$ cat src/rtl/hsfc_pkg.sv
`default_nettype none
package hsfc_pkg;

    localparam logic FUNC_H2S = 1'b0;
    localparam logic FUNC_S2H = 1'b1;

    localparam logic [7:0] SUBNORM_BASE_EXP = 8'd113;
    localparam logic [7:0] NORMAL_REBIAS    = 8'd112;
    localparam logic [7:0] SINGLE_EXP_MAX   = 8'hff;
    localparam logic [4:0] HALF_EXP_MAX     = 5'h1f;
    localparam logic [7:0] S2H_EXP_CEIL     = 8'd143;

    typedef struct packed {
        logic       func;
        logic       sign;
        logic [7:0] exp;
        logic [9:0] frac;
        logic [3:0] pos;
        logic       zero;
    } t_dec;

    typedef struct packed {
        logic       func;
        logic       sign;
        logic [7:0] exp;
        logic [9:0] frac;
    } t_res;

endpackage
`default_nettype wire

$ cat src/rtl/half_single_float_converter.sv
// Half/single float format converter.
// Input channel: i_valid, i_func, i_operand; the block drives o_stall.
// i_func low converts the half in i_operand[15:0] to single (exact);
// i_func high converts the single in i_operand to half by truncating the
// mantissa to 10 bits and clamping the rebiased exponent to 0..31.
// Output channel: o_valid, o_converted; the receiver drives i_stall.
// Half results sit in o_converted[15:0] with the upper bits zero.
// Three register stages: decode with a leading one encoder, exponent
// rebias and fraction shift, then result assembly. An accepted input
// passes r_s1, r_s2 and r_out in that order, and o_valid rises when it
// reaches r_out.
// Throughput is one item per cycle while i_stall is low; every stage holds
// a valid bit and advances whenever the stage after it is empty or moving.
// While i_stall is high the output register holds its word, the stages
// behind it fill up, and o_stall rises once the first stage cannot move.
// i_rst_n is synchronous and active low; it empties every stage.
`default_nettype none
module half_single_float_converter
    import hsfc_pkg::*;
(
    input  wire logic        i_clk,
    input  wire logic        i_rst_n,
    input  wire logic        i_valid,
    output logic             o_stall,
    input  wire logic        i_func,
    input  wire logic [31:0] i_operand,
    output logic             o_valid,
    input  wire logic        i_stall,
    output logic [31:0]      o_converted
);

    logic        r_v1, r_v2, r_v3;
    t_dec        r_s1, n_s1;
    t_res        r_s2, n_s2;
    logic [31:0] r_out, n_out;
    logic        w_rdy1, w_rdy2, w_rdy3;
    logic [3:0]  w_shift;

    assign w_rdy3 = !r_v3 || !i_stall;
    assign w_rdy2 = !r_v2 || w_rdy3;
    assign w_rdy1 = !r_v1 || w_rdy2;

    assign o_stall     = !w_rdy1;
    assign o_valid     = r_v3;
    assign o_converted = r_out;

    // stage 1: field split and leading one position
    always_comb begin
        n_s1      = '0;
        n_s1.func = i_func;
        if (i_func == FUNC_H2S) begin
            n_s1.sign = i_operand[15];
            n_s1.exp  = {3'b000, i_operand[14:10]};
            n_s1.frac = i_operand[9:0];
            n_s1.zero = (i_operand[14:0] == 15'd0);
        end else begin
            n_s1.sign = i_operand[31];
            n_s1.exp  = i_operand[30:23];
            n_s1.frac = i_operand[22:13];
            n_s1.zero = (i_operand[30:0] == 31'd0);
        end
        for (int k = 0; k < 10; k++) begin
            if (i_operand[k]) begin
                n_s1.pos = 4'(k);
            end
        end
    end

    // stage 2: exponent rebias and clamping, subnormal normalization
    assign w_shift = 4'd10 - r_s1.pos;

    always_comb begin
        n_s2      = '0;
        n_s2.func = r_s1.func;
        n_s2.sign = r_s1.sign;
        n_s2.frac = r_s1.frac;
        if (r_s1.func == FUNC_H2S) begin
            if (r_s1.zero) begin
                n_s2.exp = 8'd0;
            end else if (r_s1.exp == 8'd0) begin
                n_s2.exp  = SUBNORM_BASE_EXP - {4'd0, w_shift};
                n_s2.frac = r_s1.frac << w_shift;
            end else if (r_s1.exp == {3'b000, HALF_EXP_MAX}) begin
                n_s2.exp = SINGLE_EXP_MAX;
            end else begin
                n_s2.exp = r_s1.exp + NORMAL_REBIAS;
            end
        end else begin
            if (r_s1.zero) begin
                n_s2.sign = 1'b0;
                n_s2.exp  = 8'd0;
                n_s2.frac = 10'd0;
            end else if (r_s1.exp == SINGLE_EXP_MAX || r_s1.exp > S2H_EXP_CEIL) begin
                n_s2.exp = {3'b000, HALF_EXP_MAX};
            end else if (r_s1.exp < NORMAL_REBIAS) begin
                n_s2.exp = 8'd0;
            end else begin
                n_s2.exp = r_s1.exp - NORMAL_REBIAS;
            end
        end
    end

    // stage 3: pack result word
    always_comb begin
        if (r_s2.func == FUNC_H2S) begin
            n_out = {r_s2.sign, r_s2.exp, r_s2.frac, 13'd0};
        end else begin
            n_out = {16'd0, r_s2.sign, r_s2.exp[4:0], r_s2.frac};
        end
    end

    always_ff @(posedge i_clk) begin
        if (!i_rst_n) begin
            r_v1 <= 1'b0;
            r_v2 <= 1'b0;
            r_v3 <= 1'b0;
        end else begin
            if (w_rdy1) begin
                r_v1 <= i_valid;
            end
            if (w_rdy2) begin
                r_v2 <= r_v1;
            end
            if (w_rdy3) begin
                r_v3 <= r_v2;
            end
        end
    end

    always_ff @(posedge i_clk) begin
        if (w_rdy1 && i_valid) begin
            r_s1 <= n_s1;
        end
        if (w_rdy2 && r_v1) begin
            r_s2 <= n_s2;
        end
        if (w_rdy3 && r_v2) begin
            r_out <= n_out;
        end
    end

endmodule
`default_nettype wire

$ cat config.mk
export PLATFORM = sky130hd
export DESIGN_NAME = half_single_float_converter
export DESIGN_NICKNAME = d
export VERILOG_FILES = /design/src/rtl/hsfc_pkg.sv /design/src/rtl/half_single_float_converter.sv
export SDC_FILE = /design/constraint.sdc
export NUM_CORES = 1
export LEC_CHECK = 0
export ABC_CLOCK_PERIOD_IN_PS = 4150
export BUFFER_PORTS_ARGS = -buffer_cell sky130_fd_sc_hd__buf_2
export CAP_MARGIN = 20
export CORE_ASPECT_RATIO = 1.4
export CORE_MARGIN = 5
export CORE_UTILIZATION = 43
export DETAILED_ROUTE_END_ITERATION = 10
export SLEW_MARGIN = 10
export SYNTH_ARGS = -nofsm -noshare
export SYNTH_HDL_FRONTEND = slang
export SYNTH_SLANG_ARGS = --single-unit
$ cat constraint.sdc
create_clock -name i_clk -period 4.15 [get_ports i_clk]
set_input_delay 0.83 -clock i_clk [delete_from_list [all_inputs] [get_ports i_clk]]
set_output_delay 0.83 -clock i_clk [all_outputs]
set_load 0.05 [all_outputs]
After elaboration in Yosys (flattened, before gate mapping) --
Index checks and enable logic that the tools add are counted.
Word-level totals: register bits 80, input port bits 37, output and inout bits 34
Cells by class: add/sub/neg operators 4, $lt $le $gt $ge 2, equality and inequality tests 2, shift-type cells 1, multiplexer cells 23, reduce and logical (&&, ||, !) cells 16
Operators with widths (number):
- $mux 8 | 6
- $logic_not 31->1 | 1
- $mux 10 | 3
- $mux 4 | 6
- $mux 19 | 1
- $mux 18 | 1
- $mux 16 | 1
- $logic_not 15->1 | 1
- $shl 10x4->10 | 1
- $add 8x7->8 const B | 1
- $eq 8x5->1 const B | 1
- $eq 8x8->1 const B | 1
- $gt 8x8->1 const B | 1
- $logic_not 8->1 | 1
- $lt 8x7->1 const B | 1
- $sub 7x4->8 const A | 1
- $sub 8x7->8 const B | 1
- $logic_not 1->1 | 5
- $mux 1 | 5
- $logic_or 1x1->1 | 4
- $sub 4x4->4 const A | 1
- $logic_and 1x1->1 | 3
- $reduce_or 2->1 | 1

Longest topological paths before layout --
Gate-level depths: netlist of run 1.
depth after elaboration 8, depth in mapped cells 8, depth with buffers taken out 7

Worst setup path after synthesis of run 1 --
No wires, ideal clock.
kind input port to flip-flop, start in i_stall, end reg r_out[0] (netlist: o_converted[0]), enable pin, arrival time 3207 ps, required time 3680 ps, path slack 473 ps, stages on the path 1, path buffers 0, cells stage by stage a21boi_0
On the way: longest elaborated chain between the ends 3
Ends and longest elaborated chain:
- from (decl) | line half_single_float_converter.sv:28 | input wire logic i_stall,
- $logic_not 1->1 | line half_single_float_converter.sv:39 | assign w_rdy3 = !r_v3 || !i_stall;
- $logic_or 1x1->1 | line half_single_float_converter.sv:39
- $logic_and 1x1->1 | line half_single_float_converter.sv:137 | if (w_rdy3 && r_v2) begin
- to (signal assigned) | line half_single_float_converter.sv:138 | r_out <= n_out;
- to (decl) | line half_single_float_converter.sv:35 | logic [31:0] r_out, n_out;
No other way between the ends. A chain may end at the register's enable or synchronous reset.

==> impl_summary.txt, run 1 <==
----------------------------------------------------
[Outcome]
  Status ... finished clean

[Synthesis]
  Post-synthesis async set-or-reset flop share ... 0
  Portion of synthesized cell area occupied by the leading cell type ... 0.5859
  Post-synthesis cell type count ... 48
  Number of flip-flops and latches in the synthesized netlist ... 80
  Syn avg cell area ... 12.73 µm²
  Part of the Yosys area used for sequential elements ... 0.6011
  Post-synth EDFFs ... 77
  Cell area after synthesis ... 3946 µm²
  Ranking of synthesized cells by area ... sky130_fd_sc_hd__edfxtp_1 (59%), sky130_fd_sc_hd__mux2_2 (5.4%), sky130_fd_sc_hd__mux4_2 (3.4%), sky130_fd_sc_hd__nor2b_1 (3.3%), sky130_fd_sc_hd__and2_1 (2.9%)
  Leading area contributor after synthesis ... sky130_fd_sc_hd__edfxtp_1
  Number of warning messages in the yosys log ... 0
  Post-synthesis cell count ... 310
  Commonest register cell after synthesis ... sky130_fd_sc_hd__edfxtp_1
  Net count after synthesis ... 352

[Floorplan]
  Initial core utilization ... 0.4396
  Die width ... 90.97 µm
  Cell row count ... 41
  I/O pin count ... 71
  Core area ... 8977 µm²
  Chip Height ... 123.4 µm
  Die Footprint ... 11220 µm²

[Finish]
  Antenna cell count ... 0
  Highest-count cells in the layout ignoring fill and taps ... sky130_fd_sc_hd__edfxtp_1 (77), sky130_fd_sc_hd__buf_2 (70), sky130_fd_sc_hd__nand2_1 (23), sky130_fd_sc_hd__a21oi_1 (21), sky130_fd_sc_hd__nor2b_1 (20)
  Footprint of the multi-input gates ... 1499 µm²
  Layout overhead on the synthesized area ... 18.83%
  Storage cell area ... 2372 µm²
  Nets ... 424
  Most common library cell in the layout ignoring fill and taps ... sky130_fd_sc_hd__edfxtp_1
  Filler cell count ... 782
  Fraction of final layout cells sized beyond drive strength 1 ... 0.3101

[STA]
  Worst-case clock skew ... 3.970 ps
  Final hold viol count ... 0
  Achievable Freq ... 0.3625 GHz
  Final Slew Violations ... 0
  Tmin final ... 2759 ps
  Worst setup margin ... 1391 ps
  Count of final setup violators ... 0
  Final Cycle Share ... 0.6648
  Final total negative setup slack ... 0 ps
  Worst-case headroom to the max-slew limit ... 0.4567
  Slew at the pin closest to its max-slew limit ... 814.9 ps
  Setup repair after global routing missed its margin ... false

[Power]
  Worst VDD drop ... 0.2873 mV
  Overall Power ... 0.001950 W
  Leak pwr ... 1.756 nW
  Cell area power density ... 415.9 nW/µm²

[Detailed routing]
  First-pass DRT Iterations ... 4
  DRC marker count from the first detailed-route iteration ... 90
  Total detailed-routing wirelength ... 7244 µm
  Number of remaining DRC errors ... 0
  Average wire length per cell after detail routing ... 14.66 µm
  Number of antenna-violating nets in the routed design ... 0
  Total number of vias ... 2600
  Routed via count divided by cell count ... 5.263

[Setup path]
  Startpoint type of the worst setup path ... flip-flop
  Data required time at the worst endpoint ... 4320 ps
  Crit end category ... flip-flop
  Maximum fanout encountered on the critical timing path ... 15
  Worst setup path class ... flip-flop to flip-flop
  Data arrival, critical path ... 2930 ps

[Global route]
  Global-route wire length before repair ... 12040 µm
  Antenna violations before repair ... 0
  Via count of the first global-routing pass ... 2495
  GRT Total Usage ... 0.1364
  Overflow left after global routing ... 0
  Largest net degree at the start of global routing ... 33

[Clock tree]
  Hold buffer count at CTS ... 0
  Clock latency on the worst-skew pair ... 330 ps
  Clock tree from TritonCTS ... yes
  Total clock buffers created by CTS ... 9
  Post CTS Setup Buffer Count ... 0
  Total of cells resized after clock tree synthesis ... 0
  Level count of the clock H-tree ... 3
  Clock transition at the registers of the reported paths ... 60 ps
  Sinks on the clock net ... 80
  Clock buffer depth ... 2
  Clock root buffer master ... sky130_fd_sc_hd__clkbuf_16

[Place]
  Dpl hpwl ... 5466 µm
  Count of buffers inserted at the top-level ports ... 70
  Gp weighted congestion ... 0.8338
  Pre-CTS WS ... 1423 ps

[Job]
  Max-Cap Viols ... 0

[Hold path]
  Class of the most critical hold timing path ... flip-flop to flip-flop

----------------------------------------------------
-- logic make-up after synthesis --
logic type,share of synthesized area
buf+inv,0.02061
flops,0.6011
xor+xnor,0.008879
simple gates,0.1535
mux,0.1062
fa+ha+maj,0.01585
compound gates,0.09385
-- area by class of cell --
class / instances / share of cell area
Multi-Input combinational cell: 209 / 0.3196
Tap cell: 107 / 0.02855
Sequential cell: 80 / 0.5059
Clock buffer: 11 / 0.04963
Clock inverter: 5 / 0.007204
Timing Repair Buffer: 74 / 0.08271
Inverter: 8 / 0.006403
-- metrics by stage --
stage / hold slack [ps] / cell area [µm²] / util / instances
2_1_floorplan: 446.3 / 3946 / - / 310
3_5_place_dp: 468.9 / 4408 / 0.4910 / 477
6_report: 481.6 / 4690 / 0.5224 / 494
3_3_place_gp: 460.3 / 4408 / 0.4910 / 477
4_1_cts: 482.5 / 4674 / 0.5207 / 493
5_1_grt: 527.3 / 4690 / 0.5224 / 494
-- power breakdown --
| group | total (W) | switching, W | internal [W] |
|---|---|---|---|
| clock network | 0.000697 | 0.000293 | 0.000403 |
| registers | 0.000990 | 0.0000459 | 0.000944 |
| logic | 0.000264 | 0.000147 | 0.000118 |
| total | 0.00195 | 0.000486 | 0.00146 |
-- registers in the layout, summed over array words and instances, names as in the netlist --
signal and cells:
o_converted 32, r_s1 24, r_s2 20, n_s2 1, o_valid 1, r_v1 1
r_v2 1
-- critical path, cell delays in order, from the launching register on --
cell and delay [ps]:
sky130_fd_sc_hd__edfxtp_1 630, sky130_fd_sc_hd__ha_1 610, sky130_fd_sc_hd__ha_1 390, sky130_fd_sc_hd__or4b_2 580, sky130_fd_sc_hd__nor3_1 140, sky130_fd_sc_hd__o21ai_0 90, sky130_fd_sc_hd__a21oi_1 170
-- synthesized netlist by cell type (4+ instances only) --
library cell                 n
sky130_fd_sc_hd__nor2b_1    21
sky130_fd_sc_hd__nor4_1      6
sky130_fd_sc_hd__ha_1        5
sky130_fd_sc_hd__nand2_1    23
sky130_fd_sc_hd__a21oi_1    21
sky130_fd_sc_hd__o2bb2ai_1   4
sky130_fd_sc_hd__mux4_2      6
sky130_fd_sc_hd__o21ai_0    14
sky130_fd_sc_hd__and2_1     18
sky130_fd_sc_hd__clkbuf_1    9
sky130_fd_sc_hd__nand2b_1    4
sky130_fd_sc_hd__inv_1       8
sky130_fd_sc_hd__nor2_1     15
sky130_fd_sc_hd__nor3_1      5
sky130_fd_sc_hd__edfxtp_1   77
sky130_fd_sc_hd__mux2i_1     7
sky130_fd_sc_hd__mux2_2     19
-- routing by layer --
metal	GRT usage	share of wire	vias up
met5	0	0	-
met4	0.07982	0.028	0
met3	0.03530	0.064	12
met2	0.2229	0.49	92
met1	0.1624	0.41	1179
li1	-	-	1317
-- final timing paths --
path	slack, ps	cells past startpoint	startpoint	endpoint
max	1390	6	r_s1[1]$_SDFFCE_PP1P_	r_s2[12]$_DFFE_PP_
max reg2reg	1390	6	r_s1[1]$_SDFFCE_PP1P_	r_s2[12]$_DFFE_PP_
min reg2reg	480	1	r_v1$_SDFFE_PN0N_	r_v2$_SDFFE_PN0P_
min	480	1	r_v1$_SDFFE_PN0N_	r_v2$_SDFFE_PN0P_
No activity file was read; power rests on OpenSTA's default activity.
==> inputs of run 2 (changes only) <==
--- a/config.mk
+++ b/config.mk
@@ -5,13 +5,14 @@
 export SDC_FILE = /design/constraint.sdc
 export NUM_CORES = 1
 export LEC_CHECK = 0
-export ABC_CLOCK_PERIOD_IN_PS = 4150
+export ABC_CLOCK_PERIOD_IN_PS = 2200
 export BUFFER_PORTS_ARGS = -buffer_cell sky130_fd_sc_hd__buf_2
 export CAP_MARGIN = 20
 export CORE_ASPECT_RATIO = 1.4
 export CORE_MARGIN = 5
 export CORE_UTILIZATION = 43
 export DETAILED_ROUTE_END_ITERATION = 10
+export PLACE_DENSITY = 0.67
 export SLEW_MARGIN = 10
 export SYNTH_ARGS = -nofsm -noshare
 export SYNTH_HDL_FRONTEND = slang
==> constraint.sdc (replaced) <==
create_clock -name i_clk -period 2.2 [get_ports i_clk]
set_input_delay 0.44 -clock i_clk [delete_from_list [all_inputs] [get_ports i_clk]]
set_output_delay 0.44 -clock i_clk [all_outputs]
set_load 0.05 [all_outputs]
==> run 2 against run 1 <==
Against the previous run:
- power up 110%
- cell count grew 2.0%
- combinational power is 110% higher
- global-route usage increased by 0.90 points
- via count up 3.3%
- register-to-register slack lost 1300 ps
- critical path depth fell by 1
- highest routed layer unchanged
==> impl_summary.txt, run 2 (same netlist as run 1, synthesis figures left out) <==
----------------------------------------------------
[Outcome]
  Status ... finished clean

[Clock tree]
  Clock latency on the worst-skew pair ... 330 ps (about the same)
  Level count of the clock H-tree ... 3 (unchanged)
  Sinks on the clock net ... 80 (unchanged)
  Post CTS Setup Buffer Count ... 0 (unchanged)
  Clock transition at the registers of the reported paths ... 50 ps (about the same)
  Hold buffer count at CTS ... 0 (unchanged)
  Clock root buffer master ... sky130_fd_sc_hd__clkbuf_16
  Clock tree from TritonCTS ... yes
  Total clock buffers created by CTS ... 9 (unchanged)
  Clock buffer depth ... 2 (unchanged)

[STA]
  Final Cycle Share ... 0.9669 (+0.3021)
  Worst-case headroom to the max-slew limit ... 0.5380 (+0.08122)
  Final hold viol count ... 0 (unchanged)
  Worst hold slack ... 336.8 ps (-144.8 ps)
  Count of final setup violators ... 0 (unchanged)
  Final Slew Violations ... 0 (unchanged)
  Tmin final ... 2127 ps (-631.7 ps)
  Slew at the pin closest to its max-slew limit ... 693.1 ps (-121.8 ps)
  Worst-case clock skew ... 3.849 ps (-0.1209 ps)
  Achievable Freq ... 0.4701 GHz (+30%)
  Worst setup margin ... 72.81 ps (-1318 ps)

[Detailed routing]
  Routed via count divided by cell count ... 5.327 (+1.2%)
  First-pass DRT Iterations ... 5 (+1)
  Number of antenna-violating nets in the routed design ... 0 (unchanged)
  Average wire length per cell after detail routing ... 14.84 µm (+1.2%)
  Total number of vias ... 2685 (+3.3%)
  Total detailed-routing wirelength ... 7477 µm (+3.2%)
  DRC marker count from the first detailed-route iteration ... 140 (+56%)
  Number of remaining DRC errors ... 0 (unchanged)

[Finish]
  Antenna cell count ... 0 (unchanged)
  Fraction of final layout cells sized beyond drive strength 1 ... 0.3401 (+0.02997)
  Flip-flop count of the largest register after layout ... 32 (unchanged)
  Highest-count cells in the layout ignoring fill and taps ... sky130_fd_sc_hd__edfxtp_1 (77), sky130_fd_sc_hd__buf_2 (70), sky130_fd_sc_hd__nand2_1 (23), sky130_fd_sc_hd__a21oi_1 (21), sky130_fd_sc_hd__nor2b_1 (20)
  Final cell count without fillers ... 504 (+2.0%)
  Fin area ... 4886 µm² (+4.2%)
  Final core utilization ... 0.5443 (+0.02188)
  Most common library cell in the layout ignoring fill and taps ... sky130_fd_sc_hd__edfxtp_1
  Nets ... 436 (+2.8%)
  Layout overhead on the synthesized area ... 23.81%

[Global route]
  GRT Total Usage ... 0.1453 (+0.008957)
  Largest net degree at the start of global routing ... 33 (unchanged)
  Via count of the first global-routing pass ... 2761 (+11%)
  Antenna violations before repair ... 0 (unchanged)
  Global-route wire length before repair ... 12910 µm (+7.2%)
  Overflow left after global routing ... 0 (unchanged)

[Place]
  Pre-CTS WS ... 30.93 ps (-1392 ps)
  Placed cell areas ... 4551 µm² (+3.2%)
  Count of buffers inserted at the top-level ports ... 70 (unchanged)
  Gp weighted congestion ... 0.8866 (+6.3%)
  Dpl hpwl ... 5786 µm (+5.9%)
  Placed cells ... 490 (+2.7%)

[Setup path]
  Crit. path cell count ... 5 (-1)
  Worst path buffer plus inverter count ... 0 (unchanged)
  Capture instance of the worst register-to-register path ... r_s2[5]$_DFFE_PP_
  Maximum single-stage delay on the critical path ... 550 ps (-80 ps)
  Maximum fanout encountered on the critical timing path ... 4 (-11)
  Worst flop-to-flop path startpoint ... r_s1[15]$_DFFE_PP_
  Startpoint of the most critical setup path ... r_s1[15]$_DFFE_PP_
  Ordered list of cells on the worst path ... or4_4 > or3_4 > nor3_4 > a21oi_1 > o2bb2ai_1
  Data arrival, critical path ... 2210 ps (-720 ps)
  Data required time at the worst endpoint ... 2280 ps (-2040 ps)
  Crit-path slowest cell ... sky130_fd_sc_hd__or4_4
  Capturing instance or port of the critical path ... r_s2[5]$_DFFE_PP_
  Worst setup path class ... flip-flop to flip-flop
  Family of cells with the greatest summed delay on the critical path ... simple AND/OR/NAND/NOR gates
  Startpoint type of the worst setup path ... flip-flop
  Reg2Reg Setup Slack ... 70 ps (-1320 ps)
  Crit end category ... flip-flop
  R2R cell count ... 5 (-1)

[Hold path]
  Class of the most critical hold timing path ... input pin to flip-flop

[Job]
  Max-Cap Viols ... 0 (unchanged)

[Power]
  Worst VDD drop ... 0.5781 mV (+100%)
  Leak pwr ... 1.861 nW (+6.0%)
  Cell area power density ... 824.8 nW/µm² (+98%)

[Floorplan]
  Core area ... 8977 µm² (unchanged)
  I/O pin count ... 71 (unchanged)
  Cell row count ... 41 (unchanged)
  Chip Height ... 123.4 µm (unchanged)
  Die width ... 90.97 µm (unchanged)
  Initial core utilization ... 0.4396 (unchanged)
  Die Footprint ... 11220 µm² (unchanged)

----------------------------------------------------
-- run 2: routing by layer --
| metal | track usage | up-vias | wire length, µm |
|---|---|---|---|
| met5 | 0 | - | 0 |
| met4 | 0.09083 | 0 | 250 |
| met3 | 0.03165 | 15 | 523 |
| met2 | 0.2450 | 107 | 3749 |
| met1 | 0.1679 | 1225 | 2954 |
| li1 | - | 1338 | - |
-- run 2: what timing repair did --
action,4_1_cts,5_1_grt
resized for setup,0,2
endpoints found under the setup margin,0,5
endpoints found under the hold margin,0,0
-- run 2: layout make-up --
cell class	count	area, µm²
clock buffers	10	229.0
clock inverters	4	95.09
fillers	729	4091
inverters	8	30.03
multi-input cells	209	1555
flip-flops and latches	80	2372
well taps	107	133.9
repair buffers	86	470.5
-- run 2: worst min path at each step --
| stage | start | end | slack [ps] | cells past startpoint |
|---|---|---|---|---|
| 2_1_floorplan | r_v1$_SDFFE_PN0N_ | r_v2$_SDFFE_PN0P_ | 450 | 1 |
| 3_3_place_gp | r_v1$_SDFFE_PN0N_ | r_v2$_SDFFE_PN0P_ | 460 | 1 |
| 3_5_place_dp | r_v1$_SDFFE_PN0N_ | r_v2$_SDFFE_PN0P_ | 470 | 1 |
| 4_1_cts | i_valid | r_v1$_SDFFE_PN0N_ | 320 | 2 |
| 5_1_grt | i_valid | r_v1$_SDFFE_PN0N_ | 340 | 2 |
| 6_report | i_valid | r_v1$_SDFFE_PN0N_ | 340 | 2 |
-- run 2: worst register-to-register path: stages (launching register included) --
cell	delay [ps]
sky130_fd_sc_hd__edfxtp_1	380
sky130_fd_sc_hd__or4_4	550
sky130_fd_sc_hd__or3_4	380
sky130_fd_sc_hd__nor3_4	250
sky130_fd_sc_hd__a21oi_1	130
sky130_fd_sc_hd__o2bb2ai_1	190
-- run 2: report_power, final --
part	internal, W	leakage (nW)	switching, W	total (W)
logic	0.000251	0.951	0.000309	0.000560
clock network	0.00109	0.158	0.000529	0.00162
registers	0.00178	0.752	0.0000673	0.00185
-- run 2: metrics by stage --
stage / TNS (ps) / power, W
floorplan: 0 / 0.002262
global placement: 0 / 0.002428
detailed placement: 0 / 0.002437
CTS: 0 / 0.004073
global route: -1.619 / 0.004200
finish: 0 / 0.004030
